===== config.mk =====
export PLATFORM = sky130hd
export DESIGN_NAME = rac_div
export DESIGN_NICKNAME = d
export VERILOG_FILES = /design/src/rac_pkg.sv /design/src/rac_div.sv
export SDC_FILE = /design/constraint.sdc
export NUM_CORES = 1
export LEC_CHECK = 0
export ABC_AREA = 0
export BUFFER_PORTS_ARGS = -buffer_cell sky130_fd_sc_hd__buf_2
export CORE_MARGIN = 4
export CORE_UTILIZATION = 60
export DETAILED_ROUTE_END_ITERATION = 7
export PLACE_DENSITY = 0.84
export SYNTH_ARGS = -nofsm -noshare
export SYNTH_HDL_FRONTEND = slang
export SYNTH_SLANG_ARGS = --single-unit
export TNS_END_PERCENT = 100

===== constraint.sdc =====
create_clock -name aclk -period 8.5 [get_ports aclk]
set_input_delay 0.85 -clock aclk [delete_from_list [all_inputs] [get_ports aclk]]
set_output_delay 0.85 -clock aclk [all_outputs]
set_load 0.02 [all_outputs]

===== src/rac_pkg.sv =====
// Shared types and constants for the ROC AUC engine.
package rac_pkg;

    localparam int MAX_ITEMS_DEF  = 1024;
    localparam int SCORE_BITS_DEF = 16;
    localparam int AUC_FRAC       = 16;            // fraction bits of auc
    localparam int AUC_W          = AUC_FRAC + 1;  // auc field width
    localparam logic [AUC_W-1:0] AUC_ONE = AUC_W'(1) << AUC_FRAC;

    typedef enum logic [3:0] {
        ST_LOAD,
        ST_START,
        ST_OUTER_RD,
        ST_OUTER_LAT,
        ST_INNER,
        ST_NEXT_I,
        ST_MUL,
        ST_DIV_GO,
        ST_DIV_WAIT,
        ST_FIN
    } rac_state_t;

endpackage


===== src/rac_div.sv =====
// Restoring divider, one quotient bit per cycle.
module rac_div
    import rac_pkg::*;
#(
    parameter int NW = 40
) (
    input  logic             aclk,
    input  logic             aresetn,
    input  logic             start,
    input  logic [NW-1:0]    num,
    input  logic [NW-1:0]    den,
    output logic             done,
    output logic [AUC_W-1:0] quot
);

    localparam int KW = $clog2(AUC_W + 1);

    logic [NW-1:0]    rem_reg, rem_next;
    logic [NW-1:0]    dsh_reg, dsh_next;
    logic [AUC_W-1:0] q_reg, q_next;
    logic [KW-1:0]    k_reg, k_next;
    logic             busy_reg, busy_next;
    logic             done_reg, done_next;
    logic             ge;

    // one compare and subtract per cycle
    always_comb begin
        ge        = rem_reg >= dsh_reg;
        rem_next  = rem_reg;
        dsh_next  = dsh_reg;
        q_next    = q_reg;
        k_next    = k_reg;
        busy_next = busy_reg;
        done_next = 1'b0;
        if (start) begin
            rem_next  = num;
            dsh_next  = den << (AUC_W - 1);
            q_next    = '0;
            k_next    = KW'(AUC_W);
            busy_next = 1'b1;
        end else if (busy_reg) begin
            if (ge) begin
                rem_next = rem_reg - dsh_reg;
            end
            q_next   = {q_reg[AUC_W-2:0], ge};
            dsh_next = dsh_reg >> 1;
            k_next   = k_reg - KW'(1);
            if (k_reg == KW'(1)) begin
                busy_next = 1'b0;
                done_next = 1'b1;
            end
        end
    end

    always_ff @(posedge aclk) begin
        if (!aresetn) begin
            busy_reg <= 1'b0;
            done_reg <= 1'b0;
            k_reg    <= '0;
        end else begin
            busy_reg <= busy_next;
            done_reg <= done_next;
            k_reg    <= k_next;
        end
        rem_reg <= rem_next;
        dsh_reg <= dsh_next;
        q_reg   <= q_next;
    end

    assign done = done_reg;
    assign quot = q_reg;

endmodule


After elaboration in Yosys (flattened, before gate mapping)

Cells that the tools add are included.

Bits in registers: 104
Latch bits: 0
Memory bits (writable): 0
Bits in read-only memories: 0
Logic and storage cells: 30
Memories: 0

Add/sub/neg operators: 2
Multiply operators: 0
Div/mod/pow operators: 0
Order comparisons: 1
Eq/ne operators: 1
Shift operators: 0
Muxes and demuxes: 11
Bitwise operators: 2
Reductions and logical operators: 5

Operator list:

| kind                  | number |
|---|---|
| $mux W40              | 5 |
| $ge A40 B40 Y1        | 1 |
| $sub A40 B40 Y40      | 1 |
| $mux W5               | 2 |
| $eq A5 B1 Y1 const B  | 1 |
| $sub A5 B1 Y5 const B | 1 |
| $mux W1               | 4 |
| $reduce_bool A2 Y1    | 2 |
| $reduce_or A3 Y1      | 1 |
| $not A1 Y1            | 2 |
| $reduce_and A2 Y1     | 1 |
| $reduce_or A2 Y1      | 1 |

Longest topological paths before layout

Gate-level depths: netlist of the first run.

Depth in word-level cells: 4
Mapped depth: 12
Gate-level depth less buffers: 12

Worst setup path after synthesis of the first run

OpenSTA, ideal clock, no wires.

Kind: reg2reg
Start point: reg rem_reg[0]
End point: reg rem_reg[0] (enable)
Arrival: 4189 ps
Path slack: 3850 ps
Stages on the path, launching flop included: 13
Path buffers: 0
Period minus slack after synthesis: 4650 ps
Cell sequence: edfxtp_1 > inv_1 > ha_1 > inv_1 > fa_1 > a21o_1 > nand4_1 > a21oi_1 > o21ai_0 > a21oi_1 > o211a_1 > o31ai_1 > a31oi_1

Cells in the longest elaborated chain, start to end: 3

RTL lines:

| what                                | RTL line      | RTL |
|---|---|---|
| start, declared                     | rac_div.sv:18 | `logic [NW-1:0] rem_reg, rem_next;` |
| start signal, assigned              | rac_div.sv:65 | `rem_reg <= rem_next;` |
| $ge A40 B40 Y1                      | rac_div.sv:28 | `ge = rem_reg >= dsh_reg;` |
| $reduce_bool A2 Y1 (no source line) | n/a           |  |
| $reduce_and A2 Y1 (no source line)  | n/a           |  |

Every way passes these cells.
A chain may end at the register's enable or synchronous reset.

Final worst setup path of the first run

Start point: reg rem_reg[0]
End point: reg rem_reg[10] (enable)

The elaborated chain is that of the path after synthesis.

==> impl_metrics.csv, run 1 <==
group,metric,value,unit
status,status,"complete, no violations",
clock_tree,cts.reportedPaths.clkPinSlew,0.11,ns
final_layout,fin_util,67.9,%
worst_hold_path,hp-class,"flip-flop to flip-flop",
worst_setup_path,crit_type,"flip-flop to flip-flop",
die,core_area,10800,sq um
final_layout,fin_cells,946,
worst_setup_path,max_stage_delay,0.53,ns
sta,post-route-period-util,45.6,%
clock_tree,cts_root_buffer,"clkbuf_8",
worst_setup_path,path_cells,"inv_1 -> ha_1 -> inv_1 -> fa_1 -> a21o_1 -> nand4_1 -> a21oi_1 -> o21ai_0 -> a21oi_1 -> o211a_1 -> o31ai_1 -> a31oi_4 -> buf_4",
synth,syn_area,6610,sq um
die,start_util,61.2,%
sta,worst_pin_slew,1.08,ns
pwr,powerDensity,240,nW/um^2
synth,ys_async_sr_fraction,0,%
final_layout,drive_gt1_share,15.4,%
global_routing,grtUsageMet3,5.24,%
final_layout,register_area,2720,sq um
die,die_w,113,microns
run,cap_viol_max_count,0,
final_layout,fillers,869,
final_layout,design_area,7330,sq um
clock_tree,cts_inserted_buffers,9,
global_routing,grt_max_degree,106,
drt,via_per_inst,6.01,
global_routing,busiest_layer,"met2",
synth,synthFlopType,"edfxtp_1",
clock_tree,cts_tree,"done",
clock_tree,cts_resized,0,
sta,fin_tns_setup,0,ns
synth,synth_cells,735,
worst_setup_path,worstSetupEndpointType,"flip-flop",
pwr,p_leak,3.05,nW
global_routing,antenna_found_initial,0,
global_routing,use_met1,30.8,%
worst_setup_path,cpMaxStageDelayCell,"o31ai_1",
sta,setup_viol,0,
placement,port-buffer-count,84,
global_routing,grt_overflow_total,0,
placement,dpl-instance-area,7120,sq um
synth,synth_cell_type_count,62,
drt,vias,5686,
global_routing,grtUsageMet2,42.6,%
placement,dpl.hpwl,11.3,mm
final_layout,final_cell_mix,"nand2_1, buf_2, nor2_1",
sta,final.setup_skew,0.0135,ns
sta,hold_viol_final,0,
worst_setup_path,timing.critical_path.from_type,"flip-flop",
drt,wl,15.7,mm
drt,drtIter0Drc,534,
worst_setup_path,arrival,4.00,ns
die,die_area,12800,sq um
worst_setup_path,crit_fanout,24,
final_layout,layout_commonest_cell,"nand2_1",
sta,min_period,3.88,ns
synth,syn_area_per_cell,8.99,sq um
die,ios,101,
global_routing,grt_pass1_wl,26.0,mm
sta,relSlewSlack,28.1,%
worst_setup_path,critPathLaunch,"rem_reg[0]",
synth,ys_ff_latch,104,
synth,ys_warn_count,0,
worst_setup_path,r2r_start,"rem_reg[0]",
drt,ant_nets,0,
final_layout,area_delta_synth_final,10.9,%
global_routing,grt_pass1_vias,5536,
sta,rsz0062_at_grt,"no",
synth,synth_nets,861,
clock_tree,htree_levels,3,
clock_tree,postCtsSetupRepairBufs,0,
clock_tree,insertion_delay,0.40,ns
worst_setup_path,cp.required,8.63,ns
placement,gp_congestion,0.945,
final_layout,nNetsFinal,927,
synth,synth_edf_count,64,
placement,numPlacedInstances,930,
sta,drv_slew,0,
worst_hold_path,hp-start,"k_reg[1]",
final_layout,multi_input_area,3560,sq um
global_routing,grt_use_total,24.8,%
drt,drc,0,
clock_tree,hold_buffers,0,
die,die_h,113,microns
die,row_count,38,
sta,fmax,0.258,GHz
clock_tree,clk_path_buf_depth,2,
pwr,ir_drop,0.179,mV
drt,dr.pass1.iters,8,
drt,wire_per_inst,16.6,microns
clock_tree,cts.sinks,104,
synth,synth-seq-area-share,41.2,%
final_layout,diodes,0,
-- logic make-up (layout without fill, tap and decap cells) --
group                    Yosys count  count (layout)  share of synthesized area, %
AO/OA/AOI/OAI                    203             203                          20.4
XOR/XNOR                          27              27                          3.58
adder cells (fa/ha/maj)           43              43                          8.25
buffers and inverters             87             158                          5.09
flip-flops                       104             104                          41.2
multiplexers                      34              34                          5.19
AND/OR/NAND/NOR                  237             237                          16.3
-- through the flow --
stage | hold slack [ns] | power, W | worst slack [ns]
2_1_floorplan | 0.465 | 0.00125 | 3.85
3_3_place_gp | 0.471 | 0.00139 | 4.78
3_5_place_dp | 0.491 | 0.00142 | 4.67
4_1_cts | 0.512 | 0.00175 | 4.63
5_1_grt | 0.545 | 0.00188 | 4.34
6_report | 0.513 | 0.00176 | 4.62
-- per-layer routing --
layer / up-vias / part of all wire (%)
met5: - / 0
met4: 0 / 2.4
met3: 47 / 7.0
met2: 235 / 49
met1: 2631 / 42
li1: 2773 / -
-- power by group --
| part | total (W) | switching (W) | internal, W |
|---|---|---|---|
| clock network | 0.000333 | 0.000193 | 0.000140 |
| logic | 0.000771 | 0.000475 | 0.000296 |
| registers | 0.000658 | 0.0000264 | 0.000631 |
-- worst paths after layout --
kind	endpoint	slack (ns)	cells after the start
worst min-delay path	k_reg[1]	0.51	2
worst max-delay path	rem_reg[10]	4.62	13
worst max register to register	rem_reg[10]	4.62	13
worst min register to register	k_reg[1]	0.51	2
-- Yosys cell counts (10+ instances only) --
| library cell | n | share of area [%] |
|---|---|---|
| nand2_1 | 90 | 5.1 |
| nor2_1 | 71 | 4.0 |
| edfxtp_1 | 64 | 29 |
| inv_1 | 54 | 3.1 |
| a21oi_1 | 49 | 3.7 |
| o21ai_0 | 44 | 3.3 |
| ha_1 | 42 | 8.0 |
| dfxtp_1 | 40 | 12 |
| mux2i_1 | 32 | 4.8 |
| clkbuf_1 | 22 | 1.2 |
| a21o_1 | 21 | 2.4 |
| o31ai_1 | 21 | 2.4 |
| xnor2_1 | 18 | 2.4 |
| nor3_1 | 11 | 0.83 |
| o21bai_1 | 10 | 1.1 |
-- final cells by class --
type	instances	area share [%]
clock inverter	5	0.666
sequential	104	37.2
clock buffer	11	2.22
inverter	55	2.82
timing repair buffer	87	6.08
tap	140	2.39
multi-input combinational	544	48.7
-- critical path: cells and delay by family (launching register included) --
family	cells	cell delay, ns
fa+ha+maj	2	0.56
compound gates	7	2.03
simple gates	1	0.14
flops	1	0.37
buf+inv	3	0.49
No activity file was read; power rests on OpenSTA's default activity.
==> run 2, diff against run 1 <==
Settings changed: CORE_UTILIZATION 60 to 58, PLACE_DENSITY 0.84 to 0.81.
Clock period 8.5 ns to 3.8 ns, I/O delays scaled along.
==> impl_metrics.csv, run 2 (synthesis results as in run 1) <==
group,metric,value,unit
drt,vias,5776,
drt,drc,0,
placement,dpl.hpwl,11.4,mm
sta,drv_slew,0,
global_routing,grt_pass1_vias,5682,
global_routing,grt_overflow_total,0,
die,core_area,11000,sq um
status,status,"complete, no violations",
die,die_w,115,microns
sta,setup_viol,0,
global_routing,grt_pass1_wl,26.1,mm
final_layout,fillers,862,
placement,place_worst_setup_slack,0.401,ns
pwr,ir_drop,0.306,mV
placement,dpl-instance-area,7120,sq um
die,row_count,38,
worst_setup_path,path_cells,"inv_1 -> ha_1 -> inv_1 -> fa_1 -> a21o_1 -> nand4_1 -> a21oi_1 -> o21ai_0 -> a21oi_1 -> o211a_1 -> o31ai_1 -> a31oi_4 -> buf_4",
sta,fin_ws,0.386,ns
clock_tree,cts_inserted_buffers,9,
sta,relSlewSlack,26.4,%
final_layout,layout_commonest_cell,"nand2_1",
clock_tree,cts_tree,"done",
global_routing,grt_use_total,24.3,%
final_layout,area_delta_synth_final,12.7,%
worst_setup_path,arrival,3.48,ns
clock_tree,postCtsSetupRepairBufs,0,
final_layout,nNetsFinal,928,
worst_setup_path,path_buf_inv,3,
pwr,combPwrFrac,41.4,%
worst_setup_path,crit_fanout,29,
drt,dr.pass1.iters,5,
sta,rsz0062_at_grt,"no",
global_routing,antenna_found_initial,0,
pwr,p_leak,3.11,nW
clock_tree,htree_levels,3,
pwr,powerDensity,567,nW/um^2
global_routing,grt_max_degree,94,
worst_hold_path,hp-class,"input pin to flip-flop",
final_layout,diodes,0,
worst_setup_path,crit_type,"flip-flop to flip-flop",
clock_tree,cts_resized,0,
sta,final.setup_skew,0.0103,ns
sta,min_period,3.41,ns
worst_setup_path,cp.required,3.86,ns
pwr,power,0.00423,W
run,cap_viol_max_count,0,
sta,worst_pin_slew,1.10,ns
clock_tree,insertion_delay,0.36,ns
die,start_util,60.2,%
worst_setup_path,cpMaxStageDelayCell,"o31ai_1",
placement,port-buffer-count,84,
drt,wire_per_inst,16.8,microns
final_layout,drive_gt1_share,15.4,%
sta,fin_tns_setup,0,ns
clock_tree,clk_path_buf_depth,2,
worst_setup_path,max_stage_delay,0.46,ns
drt,drtIter0Drc,450,
die,die_h,115,microns
clock_tree,hold_buffers,0,
worst_setup_path,worstSetupEndpointType,"flip-flop",
sta,fmax,0.293,GHz
sta,post-route-period-util,89.8,%
drt,wl,15.9,mm
clock_tree,cts_root_buffer,"clkbuf_16",
sta,hold_viol_final,0,
drt,via_per_inst,6.10,
clock_tree,cts.reportedPaths.clkPinSlew,0.07,ns
clock_tree,cts.sinks,104,
pwr,internal-power,0.00265,W
worst_setup_path,timing.critical_path.from_type,"flip-flop",
die,ios,101,
pwr,p_sw,0.00158,W
pwr,power_frac_seq,34.8,%
pwr,p_sw_share,37.3,%
pwr,clkPwrFrac,23.9,%
worst_setup_path,cp_top_family,"compound AO/OA/AOI/OAI gates",
final_layout,final_cell_mix,"nand2_1, buf_2, nor2_1",
drt,ant_nets,0,
die,die_area,13200,sq um
final_layout,design_area,7450,sq um
placement,gp_congestion,0.933,
## run 2: changes by cell type in the layout (fill, tap and decap cells not counted), sizes merged
cell	previous run	this run
buf	87	88
clkbuf	11	13
inv	60	58
## run 2: final timing paths
path	start	end	cells past startpoint	slack (ns)
setup reg to reg	rem_reg[0]	rem_reg[7]	13	0.39
setup / recovery	rem_reg[0]	rem_reg[7]	13	0.39
hold / removal	aresetn	busy_reg	2	0.29
hold reg to reg	quot[16]	quot[16]	2	0.50
## run 2: final cells by class
cell class                      count  area [sq um]  area share, %
Clock buffer                       13           304           4.08
Tap cell                          140           175           2.35
Sequential cell                   104          2720           36.6
Clock inverter                      3          23.8          0.319
Inverter                           55           206           2.77
Multi-Input combinational cell    544          3560           47.8
Timing Repair Buffer               88           453           6.08
## run 2: metal layers
| layer | vias up | GRT usage, % | share of wire (%) |
|---|---|---|---|
| li1 | 2804 | - | - |
| met1 | 2688 | 31.8 | 42 |
| met2 | 240 | 41.3 | 49 |
| met3 | 44 | 2.74 | 6.6 |
| met4 | 0 | 9.70 | 2.7 |
| met5 | - | 0 | 0 |
## run 2: power groups by stage
stage | Sequential (W) | Combinational (W) | Clock, W
finish | 0.00147 | 0.00175 | 0.00101
global route | 0.00148 | 0.00194 | 0.00106
CTS | 0.00147 | 0.00171 | 0.00102
detailed placement | 0.00149 | 0.00169 | 0
global placement | 0.00149 | 0.00163 | 0
floorplan | 0.00148 | 0.00132 | 0
## run 2: stage by stage
stage	util [%]	hold WS [ns]	instances
6_report	67.8	0.288	947
5_1_grt	67.8	0.293	947
4_1_cts	67.8	0.287	947
3_5_place_dp	64.9	0.489	931
3_3_place_gp	64.9	0.472	931
2_1_floorplan	-	0.465	735
